--- config.mk ---
export PLATFORM = sky130hd
export DESIGN_NAME = gzip_stored_block_encoder
export DESIGN_NICKNAME = d
export VERILOG_FILES = /design/src/hw/rtl/gsbe_pkg.sv /design/src/hw/rtl/gsbe_front.sv /design/src/hw/rtl/gsbe_queue.sv /design/src/hw/rtl/gsbe_back.sv /design/src/hw/rtl/gzip_stored_block_encoder.sv
export SDC_FILE = /design/constraint.sdc
export NUM_CORES = 1
export LEC_CHECK = 0
export BUFFER_PORTS_ARGS = -buffer_cell sky130_fd_sc_hd__buf_4
export CORE_MARGIN = 2
export CORE_UTILIZATION = 63
export DETAILED_ROUTE_END_ITERATION = 7
export PLACE_DENSITY_LB_ADDON = 0.15
export SYNTH_ARGS = -nofsm -noshare
export SYNTH_HDL_FRONTEND = slang
export SYNTH_SLANG_ARGS = --single-unit
--- constraint.sdc ---
create_clock -name clk -period 7.17 [get_ports clk]
set_clock_uncertainty 0.2 [all_clocks]
set_input_delay 0.3585 -clock clk [delete_from_list [all_inputs] [get_ports clk]]
set_output_delay 0.3585 -clock clk [all_outputs]
set_load 0.02 [all_outputs]
--- src/hw/rtl/gsbe_pkg.sv ---
package gsbe_pkg;

    localparam int unsigned MAX_BLOCK_BYTES_DEF = 65535;
    localparam int unsigned QUEUE_DEPTH         = 2;

    localparam logic [31:0] CRC_POLY = 32'hEDB8_8320;
    localparam logic [31:0] CRC_INIT = 32'hFFFF_FFFF;

    // gzip member header bytes that are not zero, plus the BFINAL block header byte
    localparam logic [7:0] GZ_ID1   = 8'h1f;
    localparam logic [7:0] GZ_ID2   = 8'h8b;
    localparam logic [7:0] GZ_CM    = 8'h08;
    localparam logic [7:0] GZ_OS    = 8'h03;
    localparam logic [7:0] BFINAL   = 8'h01;

    localparam logic OP_DATA  = 1'b0;
    localparam logic OP_EMPTY = 1'b1;

    // byte positions within one job's output sequence
    localparam logic [4:0] POS_HDR      = 5'd0;
    localparam logic [4:0] POS_HDR_LAST = 5'd9;
    localparam logic [4:0] POS_BLK      = 5'd10;
    localparam logic [4:0] POS_BLK_LAST = 5'd14;
    localparam logic [4:0] POS_DATA     = 5'd15;
    localparam logic [4:0] POS_TRL      = 5'd16;
    localparam logic [4:0] POS_SIZE     = 5'd20;
    localparam logic [4:0] POS_TRL_LAST = 5'd23;

    typedef struct packed {
        logic       opcode;
        logic [7:0] data_byte;
    } in_item_t;

    typedef struct packed {
        logic [7:0] out_byte;
        logic       last_of_run;
        logic       end_of_member;
    } out_item_t;

    // one classified item: which segments to emit and their contents
    typedef struct packed {
        logic        has_hdr;
        logic        has_blk;
        logic        blk_final;
        logic [15:0] blk_len;
        logic        has_data;
        logic [7:0]  data_byte;
        logic        has_trl;
        logic [31:0] trl_crc;
        logic [31:0] trl_size;
    } job_t;

    function automatic logic [31:0] crc32_byte(input logic [31:0] crc, input logic [7:0] b);
        logic [31:0] c;
        c = crc ^ {24'd0, b};
        for (int i = 0; i < 8; i++) begin
            c = (c >> 1) ^ (CRC_POLY & {32{c[0]}});
        end
        return c;
    endfunction

    function automatic logic [7:0] gz_hdr_byte(input logic [3:0] idx);
        logic [7:0] r;
        case (idx)
            4'd0:    r = GZ_ID1;
            4'd1:    r = GZ_ID2;
            4'd2:    r = GZ_CM;
            4'd9:    r = GZ_OS;
            default: r = 8'h00;
        endcase
        return r;
    endfunction

endpackage

--- src/hw/rtl/gsbe_front.sv ---
module gsbe_front #(
    parameter int unsigned MAX_BLOCK_BYTES = gsbe_pkg::MAX_BLOCK_BYTES_DEF
) (
    input  logic              clk,
    input  logic              rst_n,
    input  logic              cfg_we,
    input  logic [31:0]       cfg_wdata,
    input  logic              in_valid,
    output logic              in_ready,
    input  gsbe_pkg::in_item_t in_data,
    output logic              push,
    output gsbe_pkg::job_t    push_job,
    input  logic              q_full
);
    import gsbe_pkg::*;

    localparam logic [31:0] MAX32 = 32'(MAX_BLOCK_BYTES);
    localparam logic [15:0] MAX16 = 16'(MAX_BLOCK_BYTES);

    logic [31:0] msg_len_reg;
    logic [31:0] crc_reg, crc_next;
    logic [31:0] bd_reg, bd_next;
    logic [15:0] bf_reg, bf_next;
    logic        in_member_reg, in_member_next;

    logic        take;
    logic        open;
    logic [31:0] base_bd, base_crc, crc_new, bd_new, remaining;
    logic [15:0] base_bf, bf_inc;
    logic        done;

    assign in_ready = !q_full;
    assign take     = in_valid && in_ready;

    assign open      = !in_member_reg;
    assign base_bd   = open ? 32'd0 : bd_reg;
    assign base_bf   = open ? 16'd0 : bf_reg;
    assign base_crc  = open ? CRC_INIT : crc_reg;
    assign remaining = (msg_len_reg > base_bd) ? (msg_len_reg - base_bd) : 32'd1;
    assign crc_new   = crc32_byte(base_crc, in_data.data_byte);
    assign bd_new    = base_bd + 32'd1;
    assign bf_inc    = base_bf + 16'd1;
    assign done      = (bd_new >= msg_len_reg) || (bd_new == 32'd0);

    always_comb
    begin
        crc_next       = crc_reg;
        bd_next        = bd_reg;
        bf_next        = bf_reg;
        in_member_next = in_member_reg;
        push           = 1'b0;
        push_job       = '0;
        if (take)
        begin
            if (in_data.opcode == OP_EMPTY)
            begin
                push              = 1'b1;
                push_job.has_hdr  = 1'b1;
                push_job.has_blk  = 1'b1;
                push_job.blk_final = 1'b1;
                push_job.has_trl  = 1'b1;
                crc_next          = CRC_INIT;
                bd_next           = '0;
                bf_next           = '0;
                in_member_next    = 1'b0;
            end
            else if (!(open && msg_len_reg == 32'd0))
            begin
                push               = 1'b1;
                push_job.has_hdr   = open;
                push_job.has_blk   = (base_bf == 16'd0);
                push_job.blk_final = (remaining <= MAX32);
                push_job.blk_len   = (remaining > MAX32) ? MAX16 : remaining[15:0];
                push_job.has_data  = 1'b1;
                push_job.data_byte = in_data.data_byte;
                push_job.has_trl   = done;
                push_job.trl_crc   = ~crc_new;
                push_job.trl_size  = bd_new;
                if (done)
                begin
                    crc_next       = CRC_INIT;
                    bd_next        = '0;
                    bf_next        = '0;
                    in_member_next = 1'b0;
                end
                else
                begin
                    crc_next       = crc_new;
                    bd_next        = bd_new;
                    bf_next        = (bf_inc >= MAX16) ? 16'd0 : bf_inc;
                    in_member_next = 1'b1;
                end
            end
        end
    end

    always_ff @(posedge clk or negedge rst_n)
    begin
        if (!rst_n)
        begin
            msg_len_reg   <= '0;
            crc_reg       <= CRC_INIT;
            bd_reg        <= '0;
            bf_reg        <= '0;
            in_member_reg <= 1'b0;
        end
        else
        begin
            if (cfg_we)
            begin
                msg_len_reg <= cfg_wdata;
            end
            crc_reg       <= crc_next;
            bd_reg        <= bd_next;
            bf_reg        <= bf_next;
            in_member_reg <= in_member_next;
        end
    end

endmodule

--- src/hw/rtl/gsbe_queue.sv ---
module gsbe_queue (
    input  logic           clk,
    input  logic           rst_n,
    input  logic           push,
    input  gsbe_pkg::job_t push_job,
    output logic           full,
    output logic           head_valid,
    output gsbe_pkg::job_t head_job,
    input  logic           pop
);
    import gsbe_pkg::*;

    localparam int unsigned PTR_W = (QUEUE_DEPTH > 1) ? $clog2(QUEUE_DEPTH) : 1;
    localparam int unsigned CNT_W = $clog2(QUEUE_DEPTH + 1);

    job_t             slot_reg [QUEUE_DEPTH];
    logic [PTR_W-1:0] wr_ptr_reg, wr_ptr_next;
    logic [PTR_W-1:0] rd_ptr_reg, rd_ptr_next;
    logic [CNT_W-1:0] cnt_reg, cnt_next;
    logic             do_push, do_pop;

    assign full       = (cnt_reg == CNT_W'(QUEUE_DEPTH));
    assign head_valid = (cnt_reg != '0);
    assign head_job   = slot_reg[rd_ptr_reg];
    assign do_push    = push && !full;
    assign do_pop     = pop && head_valid;

    always_comb
    begin
        wr_ptr_next = wr_ptr_reg;
        rd_ptr_next = rd_ptr_reg;
        if (do_push)
        begin
            wr_ptr_next = (wr_ptr_reg == PTR_W'(QUEUE_DEPTH - 1)) ? '0 : wr_ptr_reg + 1'b1;
        end
        if (do_pop)
        begin
            rd_ptr_next = (rd_ptr_reg == PTR_W'(QUEUE_DEPTH - 1)) ? '0 : rd_ptr_reg + 1'b1;
        end
        cnt_next = cnt_reg + CNT_W'(do_push) - CNT_W'(do_pop);
    end

    always_ff @(posedge clk)
    begin
        if (do_push)
        begin
            slot_reg[wr_ptr_reg] <= push_job;
        end
    end

    always_ff @(posedge clk or negedge rst_n)
    begin
        if (!rst_n)
        begin
            wr_ptr_reg <= '0;
            rd_ptr_reg <= '0;
            cnt_reg    <= '0;
        end
        else
        begin
            wr_ptr_reg <= wr_ptr_next;
            rd_ptr_reg <= rd_ptr_next;
            cnt_reg    <= cnt_next;
        end
    end

endmodule

--- src/hw/rtl/gsbe_back.sv ---
module gsbe_back (
    input  logic               clk,
    input  logic               rst_n,
    input  logic               head_valid,
    input  gsbe_pkg::job_t     head_job,
    output logic               pop,
    output logic               out_valid,
    input  logic               out_ready,
    output gsbe_pkg::out_item_t out_data
);
    import gsbe_pkg::*;

    logic       active_reg, active_next;
    logic [4:0] pos_reg, pos_next;
    logic       out_valid_reg, out_valid_next;
    out_item_t  out_data_reg, out_data_next;

    logic [4:0] cur_pos, first_pos, nxt_pos;
    logic       is_last, advance;
    logic [7:0] cur_byte;

    // first segment present in the job
    always_comb
    begin
        if (head_job.has_hdr)
            first_pos = POS_HDR;
        else if (head_job.has_blk)
            first_pos = POS_BLK;
        else if (head_job.has_data)
            first_pos = POS_DATA;
        else
            first_pos = POS_TRL;
    end

    assign cur_pos = active_reg ? pos_reg : first_pos;

    // step to the next byte, skipping absent segments
    always_comb
    begin
        nxt_pos = cur_pos + 5'd1;
        is_last = 1'b0;
        if (cur_pos == POS_HDR_LAST)
        begin
            if (head_job.has_blk)
                nxt_pos = POS_BLK;
            else if (head_job.has_data)
                nxt_pos = POS_DATA;
            else if (head_job.has_trl)
                nxt_pos = POS_TRL;
            else
                is_last = 1'b1;
        end
        else if (cur_pos == POS_BLK_LAST)
        begin
            if (head_job.has_data)
                nxt_pos = POS_DATA;
            else if (head_job.has_trl)
                nxt_pos = POS_TRL;
            else
                is_last = 1'b1;
        end
        else if (cur_pos == POS_DATA)
        begin
            if (head_job.has_trl)
                nxt_pos = POS_TRL;
            else
                is_last = 1'b1;
        end
        else if (cur_pos == POS_TRL_LAST)
        begin
            is_last = 1'b1;
        end
    end

    always_comb
    begin
        case (cur_pos) inside
            [POS_HDR:POS_HDR_LAST]: cur_byte = gz_hdr_byte(cur_pos[3:0]);
            POS_BLK:                cur_byte = head_job.blk_final ? BFINAL : 8'h00;
            5'd11:                  cur_byte = head_job.blk_len[7:0];
            5'd12:                  cur_byte = head_job.blk_len[15:8];
            5'd13:                  cur_byte = ~head_job.blk_len[7:0];
            POS_BLK_LAST:           cur_byte = ~head_job.blk_len[15:8];
            POS_DATA:               cur_byte = head_job.data_byte;
            5'd16:                  cur_byte = head_job.trl_crc[7:0];
            5'd17:                  cur_byte = head_job.trl_crc[15:8];
            5'd18:                  cur_byte = head_job.trl_crc[23:16];
            5'd19:                  cur_byte = head_job.trl_crc[31:24];
            POS_SIZE:               cur_byte = head_job.trl_size[7:0];
            5'd21:                  cur_byte = head_job.trl_size[15:8];
            5'd22:                  cur_byte = head_job.trl_size[23:16];
            POS_TRL_LAST:           cur_byte = head_job.trl_size[31:24];
            default:                cur_byte = 8'h00;
        endcase
    end

    assign advance = head_valid && (!out_valid_reg || out_ready);
    assign pop     = advance && is_last;

    always_comb
    begin
        active_next    = active_reg;
        pos_next       = pos_reg;
        out_data_next  = out_data_reg;
        out_valid_next = out_valid_reg && !out_ready;
        if (advance)
        begin
            out_valid_next              = 1'b1;
            out_data_next.out_byte      = cur_byte;
            out_data_next.last_of_run   = is_last;
            out_data_next.end_of_member = (cur_pos == POS_TRL_LAST);
            active_next                 = !is_last;
            pos_next                    = nxt_pos;
        end
    end

    always_ff @(posedge clk)
    begin
        out_data_reg <= out_data_next;
    end

    always_ff @(posedge clk or negedge rst_n)
    begin
        if (!rst_n)
        begin
            active_reg    <= 1'b0;
            pos_reg       <= POS_HDR;
            out_valid_reg <= 1'b0;
        end
        else
        begin
            active_reg    <= active_next;
            pos_reg       <= pos_next;
            out_valid_reg <= out_valid_next;
        end
    end

    assign out_valid = out_valid_reg;
    assign out_data  = out_data_reg;

endmodule

--- src/hw/rtl/gzip_stored_block_encoder.sv ---
// channel  | signals                         | transfer when
// ---------+---------------------------------+-----------------------
// in       | in_valid, in_ready, in_data     | in_valid & in_ready
// out      | out_valid, out_ready, out_data  | out_valid & out_ready
// cfg      | cfg_we, cfg_wdata               | cfg_we (no wait)
//
// Each input item yields as many output bytes as its job holds: one for a
// plain data byte, up to 24 for a member that opens and closes on one item.
// The output sequencer emits one byte a cycle unless out_ready stalls it.
// An accepted item passes through the job queue and then the output register.
// Reset is immediate, no clearing pass. Either side may stall independently;
// the two-entry job queue absorbs the difference.
module gzip_stored_block_encoder #(
    parameter int unsigned MAX_BLOCK_BYTES = gsbe_pkg::MAX_BLOCK_BYTES_DEF
) (
    input  logic                clk,
    input  logic                rst_n,
    input  logic                cfg_we,
    input  logic [31:0]         cfg_wdata,
    input  logic                in_valid,
    output logic                in_ready,
    input  gsbe_pkg::in_item_t  in_data,
    output logic                out_valid,
    input  logic                out_ready,
    output gsbe_pkg::out_item_t out_data
);
    import gsbe_pkg::*;

    logic push, q_full, head_valid, pop;
    job_t push_job, head_job;

    // front: holds message length, CRC and byte counts; classifies each
    // transfer into a job (header / block header / data / trailer)
    gsbe_front #(
        .MAX_BLOCK_BYTES(MAX_BLOCK_BYTES)
    ) u_front (
        .clk      (clk),
        .rst_n    (rst_n),
        .cfg_we   (cfg_we),
        .cfg_wdata(cfg_wdata),
        .in_valid (in_valid),
        .in_ready (in_ready),
        .in_data  (in_data),
        .push     (push),
        .push_job (push_job),
        .q_full   (q_full)
    );

    // job queue decoupling classification from byte emission
    gsbe_queue u_queue (
        .clk       (clk),
        .rst_n     (rst_n),
        .push      (push),
        .push_job  (push_job),
        .full      (q_full),
        .head_valid(head_valid),
        .head_job  (head_job),
        .pop       (pop)
    );

    // back: walks each job one byte per cycle into the output register, unless out_ready stalls it
    gsbe_back u_back (
        .clk       (clk),
        .rst_n     (rst_n),
        .head_valid(head_valid),
        .head_job  (head_job),
        .pop       (pop),
        .out_valid (out_valid),
        .out_ready (out_ready),
        .out_data  (out_data)
    );

endmodule

==> summary.md, run 1 <==
| Metric | Value |
|---|---|
| Vias post-DR | 15400 |
| Die Y-Extent | 179 µm |
| Post-Syn Area | 19300 µm² |
| Cell mode on critical path | a21oi_1 |
| Clk Tree Root Cell | clkbuf_16 |
| RSZ-0062 raised after global routing | no |
| Crit path launch type | flip-flop |
| Leak pwr | 8.50 nW |
| TritonRoute pass-1 iters | 5 |
| Aggregate global-route resource usage | 33.5% |
| Pin count of the biggest net entering global routing | 75 |
| I/O Buffers | 57 |
| Number of flip-flops in the largest register | 186 |
| Initial antenna violation count | 2 |
| Vias in the first global route | 14600 |
| Share of cells above drive strength 1 | 12.7% |
| Arrival @ worst endpoint | 5890 ps |
| Worst EP required | 7420 ps |
| Max-cap violation count | 0 |
| Synth async-reset ratio | 38.8% |
| Final Hold Viols | 0 |
| Post-synth net total | 2000 |
| Area delta synth->final | 11.4% |
| Final net count | 2044 |
| Final HPWL DP | 37.5 mm |
| Critical path's slowest cell | nor4_4 |
| Remaining global-route overflow | 0 |
| Final Max Slew Viols | 0 |
| Post-DR wirelength/cell | 22.8 µm |
| Mapped Avg Cell Area | 10.3 µm² |
| Register area share after synthesis | 46.7% |
| Total negative slack | 0 ps |
| PD cells | 366 nW/µm² |
| Via density | 6.58 |
| ANT cells | 0 |
| CP delay by family, top | simple AND/OR/NAND/NOR gates |
| Critical path peak fanout | 74 |
| CTS tree | done |
| Dominant synthesized flop cell | edfxtp_1 |
| DRC | 0 |
| Final Cycle Share | 78.6% |
| Drt first-iter violations | 1726 |
| Post-synth top area share | 30.4% |
| Slew HR | 23.8% |
| Outcome | finished, final reports clean |
| Tmin final | 5630 ps |
| CTS H-tree depth | 2 |
| Clock tree sinks | 320 |
| Antenna viol nets, final | 0 |
| #FFs+latches synth | 320 |
| Post-synth EDFFs | 196 |
| # IOs | 58 |
| Cell taking the most area after synthesis | edfxtp_1 |
| Placed insts | 2241 |
| Netlist cell types | 90 |
| Hold WC Path Type | in2reg |
| Crit path largest cell delay | 700 ps |
| Final core utilization | 70.8% |
| Global-route wire length before repair | 81.9 mm |
| Worst slew pin tran | 1110 ps |
| CP cell instances | buf_4, nand4_1, nor4_4, a21oi_1, or2_2, ha_1, a21oi_1, a21oi_1, a2111oi_0, o21ai_0, a22oi_1, nand2_1, or3_1, buf_4, o22a_1 |
| Clock Pin Slew Worst Setup and Hold Paths | 60 ps |
| Fin area | 21600 µm² |
| Synth warn | 0 |
| GP Congestion | 0.968 |
| Cells after Synth | 1876 |
| Num CTS Buffers | 37 |
| Top cells by area, synth | edfxtp_1, dfrtp_1, ha_1 |
| CP Class | reg2reg |
| Post-DP Area | 19900 µm² |
| Site Rows | 64 |
| Die X | 179 µm |
| Latest clock arrival within the worst-skew pair | 530 ps |
| Buffers and inverters on the worst path | 2 |
| Core ar. | 30400 µm² |
| Routed WL | 53.5 mm |
| Die area | 32100 µm² |
| Max clock buf depth | 3 |
| Starting Density | 63.6% |
| Postcts setup bufs | 0 |
| Post-cts resize count | 0 |
| Final setup vio count | 0 |
| Post-Layout Cell Count | 2345 |
| Maximum clock rate | 0.178 GHz |
| Peak VDD IR | 0.223 mV |
| Crit path capture type | flip-flop |
## logic make-up (layout without fill, tap and decap cells)
group / after synthesis / in the layout / synth area share (%)
simple gates: 602 / 602 / 16.0
compound gates: 444 / 444 / 15.8
flops: 320 / 320 / 46.7
buf+inv: 184 / 257 / 4.20
xor+xnor: 146 / 146 / 6.73
mux: 102 / 102 / 5.44
fa+ha+maj: 78 / 78 / 5.08
## worst register-to-register path, stage by stage (launching register included)
cell and delay (ps):
dfrtp_2 420, buf_4 680, nand4_1 410, nor4_4 700, a21oi_1 170, or2_2 350
ha_1 310, a21oi_1 140, a21oi_1 80, a2111oi_0 340, o21ai_0 150, a22oi_1 400
nand2_1 260, or3_1 390, buf_4 280, o22a_1 280
## cell usage in the layout, fill, tap and decap left out, types with 35 or more instances in the layout
cell type / instances
a21oi_1: 77
buf_4: 74
clkbuf_16: 39
dfrtp_1: 90
dlygate4sd3_1: 36
edfxtp_1: 196
ha_1: 77
inv_1: 73
mux2i_1: 77
nand2_1: 167
nand3_1: 56
nor2_1: 140
o21ai_0: 90
o22a_1: 35
xnor2_1: 99
xor2_1: 44
## final timing paths
| path | from | endpoint | slack (ps) | cells after the start |
|---|---|---|---|---|
| worst max-delay path | u_front.in_member_reg | u_front.crc_reg[29] | 1540 | 15 |
| worst min-delay path | in_data[6] | u_queue.slot_reg[0][71] | 20 | 2 |
| worst max register to register | u_front.in_member_reg | u_front.crc_reg[29] | 1540 | 15 |
| worst min register to register | u_front.bd_reg[31] | u_front.bd_reg[31] | 290 | 2 |
| max in group asynchronous | rst_n | u_front.in_member_reg | 4940 | 3 |
| min in group asynchronous | rst_n | u_back.pos_reg[0] | 270 | 2 |
## routing by layer
metal | global-route usage (%) | vias up | wire length (µm)
met5 | 0 | - | 10
met4 | 13.4 | 2 | 2320
met3 | 6.34 | 136 | 4520
met2 | 52.6 | 738 | 24500
met1 | 46.2 | 7481 | 22200
li1 | - | 7063 | -
## metrics by stage
stage / total power [mW] / setup WS (ps) / hold WS (ps)
after global placement: 5.78 / 1730 / 270
after CTS: 7.85 / 1620 / 5.40
after floorplan: 5.00 / 838 / -137
after global routing: 8.25 / 1180 / 21.5
final: 7.89 / 1540 / 21.2
after detailed placement: 5.84 / 1640 / 269
## repair_timing
action                                 CTS  global route
setup endpoints to repair                0             0
hold buffers                            36             0
endpoints found under the hold margin   56             0
## area by class of cell
cell class / instances / area, µm²
Clock buffer: 45 / 998
Clock inverter: 23 / 283
Fill cell: 2305 / 8880
Inverter: 79 / 297
Multi-Input combinational cell: 1372 / 9530
Sequential cell: 320 / 9030
Tap cell: 396 / 495
Timing Repair Buffer: 110 / 916
## power breakdown
group          internal, mW  switching (mW)  total [mW]
clock                  1.22           0.770        1.99
combinational          1.15            1.96        3.11
sequential             2.58           0.211        2.79
## synthesized netlist by cell type, types with 6 or more instances
cell type  count
a2111oi_0     11
a211oi_1      14
a21o_1        18
a21oi_1       78
a221oi_1       6
a22o_1        23
a31oi_1       16
a32oi_1        6
a41oi_1       16
and2_1        34
and3_1        18
buf_1          9
buf_2         19
buf_4          7
clkbuf_1      62
dfrtp_1       92
dfstp_2       32
edfxtp_1     196
ha_1          77
inv_1         73
inv_2          6
mux2_2        25
mux2i_1       77
nand2_1      167
nand2b_1      23
nand3_1       56
nand4_1       27
nor2_1       141
nor2b_1        8
nor3_1        32
nor4_1        26
nor4_2         6
o2111ai_1      6
o211ai_1      17
o21a_1         7
o21ai_0       90
o21ai_1       17
o221ai_1       6
o22a_1        35
o22ai_1       18
o31ai_1        9
or3_1         13
xnor2_1       99
xor2_1        44
No activity file was read; power rests on OpenSTA's default activity.
==> inputs of run 2 (changes only) <==
Clock period 7.17 ns to 5.7 ns, I/O delays scaled along.
==> run 2 against run 1 <==
Effect of this change:
- sequential power increased by 27%
- cell count increased by 0.60%
- via count increased by 1.4%
- core utilization increased by 0.23 points
- first-iteration DRC count decreased by 12%
- sequential share of layout area decreased by 0.14 points
- critical path depth decreased by 2
- flip-flop and latch count unchanged
- die area unchanged
- worst hold slack improved by 14 ps
==> summary.md, run 2 (synthesis results as in run 1) <==
| Metric | Value |
|---|---|
| Outcome | finished, final reports clean |
| Post-DR wirelength/cell | 23.6 µm |
| Die X | 179 µm |
| # IOs | 58 |
| Clock tree sinks | 320 |
| Die area | 32100 µm² |
| Vias post-DR | 15600 |
| Final Cycle Share | 90.9% |
| Reg-to-Reg Start | u_front.in_member_reg |
| Tmin final | 5180 ps |
| Grt met3 use | 5.32% |
| Most frequent cells in the layout | edfxtp_1, nand2_1, nor2_1, xnor2_1 |
| R2R setup slack | 520 ps |
| Latest clock arrival within the worst-skew pair | 530 ps |
| Total negative slack | 0 ps |
| Routed WL | 55.7 mm |
| Arrival @ worst endpoint | 5180 ps |
| Core ar. | 30400 µm² |
| Via density | 6.63 |
| Clock Pin Slew Worst Setup and Hold Paths | 60 ps |
| Final Max Slew Viols | 0 |
| RSZ-0062 raised after global routing | no |
| Final setup vio count | 0 |
| Pin count of the biggest net entering global routing | 70 |
| Remaining global-route overflow | 0 |
| DRC | 0 |
| Fin area | 21600 µm² |
| TritonRoute pass-1 iters | 6 |
| Final net count | 2061 |
| Critical R2R Capture | u_queue.slot_reg[1][82] |
| Die Y-Extent | 179 µm |
| Slew HR | 21.4% |
| Maximum clock rate | 0.193 GHz |
| GRT met2 Usage | 56.0% |
| Initial antenna violation count | 1 |
| PD cells | 456 nW/µm² |
| I/O Buffers | 57 |
| Share of cells above drive strength 1 | 13.2% |
| Final HPWL DP | 39.2 mm |
| Site Rows | 64 |
| Num CTS Buffers | 35 |
| Aggregate global-route resource usage | 34.8% |
| Clk Tree Root Cell | clkbuf_16 |
| CTS tree | done |
| Max clock buf depth | 3 |
| Grt met1 use | 48.3% |
| Global-route wire length before repair | 85.1 mm |
| Drt first-iter violations | 1520 |
| Max-cap violation count | 0 |
| Antenna viol nets, final | 0 |
| Vias in the first global route | 14800 |
| Crit path capture type | flip-flop |
| Worst EP required | 5700 ps |
| Area delta synth->final | 11.8% |
| Starting Density | 63.6% |
| Post-DP Area | 20000 µm² |
| CTS H-tree depth | 2 |
| Crit path launch type | flip-flop |
| ANT cells | 0 |
| Final Hold Viols | 0 |
| GP Congestion | 0.972 |
| R2R cell count | 13 |
| Number of flip-flops in the largest register | 186 |
| Commonest non-fill, non-tap cell in the layout | edfxtp_1 |
| Final core utilization | 71.1% |
| Peak VDD IR | 0.321 mV |
| GRT busiest layer | met2 |
| Worst slew pin tran | 1150 ps |
| Critical path peak fanout | 50 |
| Hold WC Path Type | in2async |
| Leak pwr | 8.55 nW |
| CP Class | reg2reg |
run 2: cell count changes in the layout (fill, tap and decap cells not counted), moves of 2 or more:
cell | previous run | this run
clkbuf_16 | 39 | 35
buf_4 | 74 | 86
dlygate4sd3_1 | 36 | 42
bufinv_16 | 6 | 3
clkbuf_1 | 6 | 4
clkinv_1 | 4 | 1
clkbuf_8 | 0 | 7
clkinv_2 | 7 | 5
run 2: stage by stage:
step	power [mW]	instances	setup WS, ps	hold WS, ps
6_report	9.87	2359	521	35.2
5_1_grt	10.3	2359	264	65.5
4_1_cts	9.81	2355	370	47.7
3_5_place_dp	7.44	2250	422	49.2
3_3_place_gp	7.37	2250	516	45.3
2_1_floorplan	6.28	1876	73.7	-211
run 2: how the worst max path moves through the flow:
| stage | start | endpoint | slack (ps) |
|---|---|---|---|
| 2_1_floorplan | u_front.in_member_reg | u_front.crc_reg[30] | 70 |
| 3_3_place_gp | u_front.bd_reg[0] | u_front.crc_reg[2] | 520 |
| 3_5_place_dp | u_front.bd_reg[0] | u_front.crc_reg[6] | 420 |
| 4_1_cts | u_front.bd_reg[0] | u_front.crc_reg[6] | 370 |
| 5_1_grt | u_front.in_member_reg | u_queue.slot_reg[1][82] | 260 |
| 6_report | u_front.in_member_reg | u_queue.slot_reg[1][82] | 520 |
run 2: repair_timing:
item	in CTS	in global routing
resized for setup	0	0
endpoints found under the hold margin	69	0
setup buffers	0	4
endpoints found under the setup margin	0	42
hold buffers	42	0
run 2: cell type report:
type	count	area [µm²]
multi-input combinational	1372	9530
sequential	320	9030
fill	2256	8810
clock inverter	17	195
timing repair buffer	129	1090
clock buffer	46	987
tap	396	495
inverter	79	297
run 2: worst max-delay path: stages (launching register included):
cell       delay (ps)
dfrtp_2           390
buf_4             450
buf_4             480
nand2_1           210
ha_1              410
a21o_1            220
or3_1             320
o21bai_1          440
a21oi_1           250
a2111oi_0         440
a211oi_1          130
nor4_2            360
buf_4             300
a41oi_1           200
run 2: power breakdown:
group | internal, mW | total, mW | switching, mW
logic | 1.48 | 3.99 | 2.51
registers | 3.25 | 3.55 | 0.300
clock network | 1.37 | 2.33 | 0.962
run 2: metal layers:
layer	vias to the layer above	wire, µm
li1	7106	-
met1	7674	23200
met2	746	26000
met3	112	4450
met4	2	1990
met5	-	13
==> inputs of run 3 (changes only) <==
==> constraint.sdc (replaced) <==
create_clock -name clk -period 5.7 [get_ports clk]
set_clock_uncertainty 0.2 [all_clocks]
set_input_delay 0.57 -clock clk [delete_from_list [all_inputs] [get_ports clk]]
set_output_delay 0.57 -clock clk [all_outputs]
set_load 0.02 [all_outputs]
==> run 3 against run 2 <==
Effect of this change:
- non-clock buffer count down 47
- critical endpoint is now u_front.crc_reg[18]
- clock power increased by 5%
- first-iteration DRC count is 20% higher
- largest cell class unchanged
- highest routed layer is now met4
- cell count fell by 1.8%
==> summary.md, run 3 (synthesis results as in run 1) <==
| Metric | Value |
|---|---|
| Outcome | finished, final reports clean |
| Final Cycle Share | 93.8% |
| Crit path capture type | flip-flop |
| CP Class | reg2reg |
| Slew HR | 20.1% |
| ANT cells | 0 |
| Multi-input gate area | 9530 µm² |
| Share of cells above drive strength 1 | 13.0% |
| Final core utilization | 69.8% |
| Max-cap violation count | 0 |
| GP Congestion | 0.941 |
| Die area | 32100 µm² |
| Max clock buf depth | 3 |
| Final net count | 2016 |
| Routed WL | 53.8 mm |
| Initial antenna violation count | 0 |
| Die Y-Extent | 179 µm |
| Peak VDD IR | 0.328 mV |
| Final HPWL DP | 39.1 mm |
| Final setup vio count | 0 |
| Worst EP required | 5970 ps |
| Post-DP Area | 20000 µm² |
| Min Hold Slack | 19.6 ps |
| Area delta synth->final | 9.81% |
| Aggregate global-route resource usage | 33.9% |
| Latest clock arrival within the worst-skew pair | 540 ps |
| Clock tree sinks | 320 |
| Site Rows | 64 |
| Core ar. | 30400 µm² |
| Post-cts resize count | 0 |
| Crit path launch type | flip-flop |
| Antenna viol nets, final | 0 |
| Fill cells | 2308 |
| Final Max Slew Viols | 0 |
| Vias post-DR | 15100 |
| Leak pwr | 8.38 nW |
| DRC | 0 |
| Fin area | 21200 µm² |
| Vias in the first global route | 14400 |
| Critical path peak fanout | 42 |
| Commonest non-fill, non-tap cell in the layout | edfxtp_1 |
| Remaining global-route overflow | 0 |
| Worst slew pin tran | 1170 ps |
| Num CTS Buffers | 37 |
| Global-route wire length before repair | 82.4 mm |
| Via density | 6.50 |
| Clk Tree Root Cell | clkbuf_16 |
| Most frequent cells in the layout | edfxtp_1, nand2_1, nor2_1, xnor2_1 |
| TritonRoute pass-1 iters | 6 |
| Postcts setup bufs | 0 |
| # IOs | 58 |
| Final Hold Viols | 0 |
| Starting Density | 63.6% |
| Die X | 179 µm |
| Total negative slack | 0 ps |
| Number of flip-flops in the largest register | 186 |
| Maximum clock rate | 0.187 GHz |
| Clock Pin Slew Worst Setup and Hold Paths | 60 ps |
| I/O Buffers | 57 |
| RSZ-0062 raised after global routing | no |
| Drt first-iter violations | 1818 |
| PD cells | 466 nW/µm² |
| Arrival @ worst endpoint | 5610 ps |
| CTS H-tree depth | 2 |
| Tmin final | 5350 ps |
| Pin count of the biggest net entering global routing | 65 |
| CTS tree | done |
| Hold WC Path Type | in2reg |
| Register area | 9030 µm² |
| Post-DR wirelength/cell | 23.2 µm |
==> run 3: path summary, 6_finish.rpt <==
check	endpoint	startpoint	cells past startpoint	slack (ps)
setup / recovery	u_front.crc_reg[18]	u_front.bd_reg[0]	16	350
min in group asynchronous	u_back.pos_reg[2]	rst_n	2	340
max in group asynchronous	u_front.in_member_reg	rst_n	3	3830
setup reg to reg	u_front.crc_reg[18]	u_front.bd_reg[0]	16	350
hold reg to reg	u_front.bd_reg[28]	u_front.bd_reg[28]	2	300
hold / removal	u_back.out_valid	out_ready	2	20
==> run 3: through the flow <==
| step | worst slack [ps] | instances | power (mW) |
|---|---|---|---|
| floorplan | 73.7 | 1876 | 6.28 |
| global placement | 552 | 2248 | 7.34 |
| detailed placement | 456 | 2248 | 7.41 |
| CTS | 396 | 2317 | 9.86 |
| global route | 51.1 | 2317 | 10.4 |
| finish | 354 | 2317 | 9.90 |
==> run 3: layer usage <==
metal  track usage [%]  part of all wire (%)  vias up
met5                 0                     0        -
met1              47.6                    43     7365
met2              53.3                    46      573
li1                  -                     -     7023
met3              6.45                   7.5       99
met4              11.0                   3.1        0
==> run 3: power breakdown <==
| part | leakage, nW | internal [mW] | switching (mW) |
|---|---|---|---|
| clock network | 0.611 | 1.47 | 0.969 |
| logic | 4.36 | 1.44 | 2.47 |
| registers | 3.40 | 3.25 | 0.292 |
==> run 3: what timing repair did <==
item                       4_1_cts  5_1_grt
hold endpoints to repair        26        0
hold buffers                     1        0
setup endpoints to repair        0       19
==> run 3: final cells by class <==
cell class	count	share of cell area [%]
Multi-Input combinational cell	1372	44.9
Clock buffer	54	4.95
Clock inverter	14	0.949
Tap cell	396	2.33
Sequential cell	320	42.5
Timing Repair Buffer	82	2.97
Inverter	79	1.40
==> run 3: worst max-delay path, stage by stage, from the launching register on <==
cell	delay, ps
dfrtp_1	380
and2_1	270
ha_1	330
nand4_1	260
nor4_4	650
a21oi_1	170
or2_2	370
ha_1	310
a21oi_1	130
a21oi_1	80
a2111oi_0	340
o21ai_0	160
a22oi_1	390
nand2_1	270
or3_1	400
buf_4	290
o22a_1	240
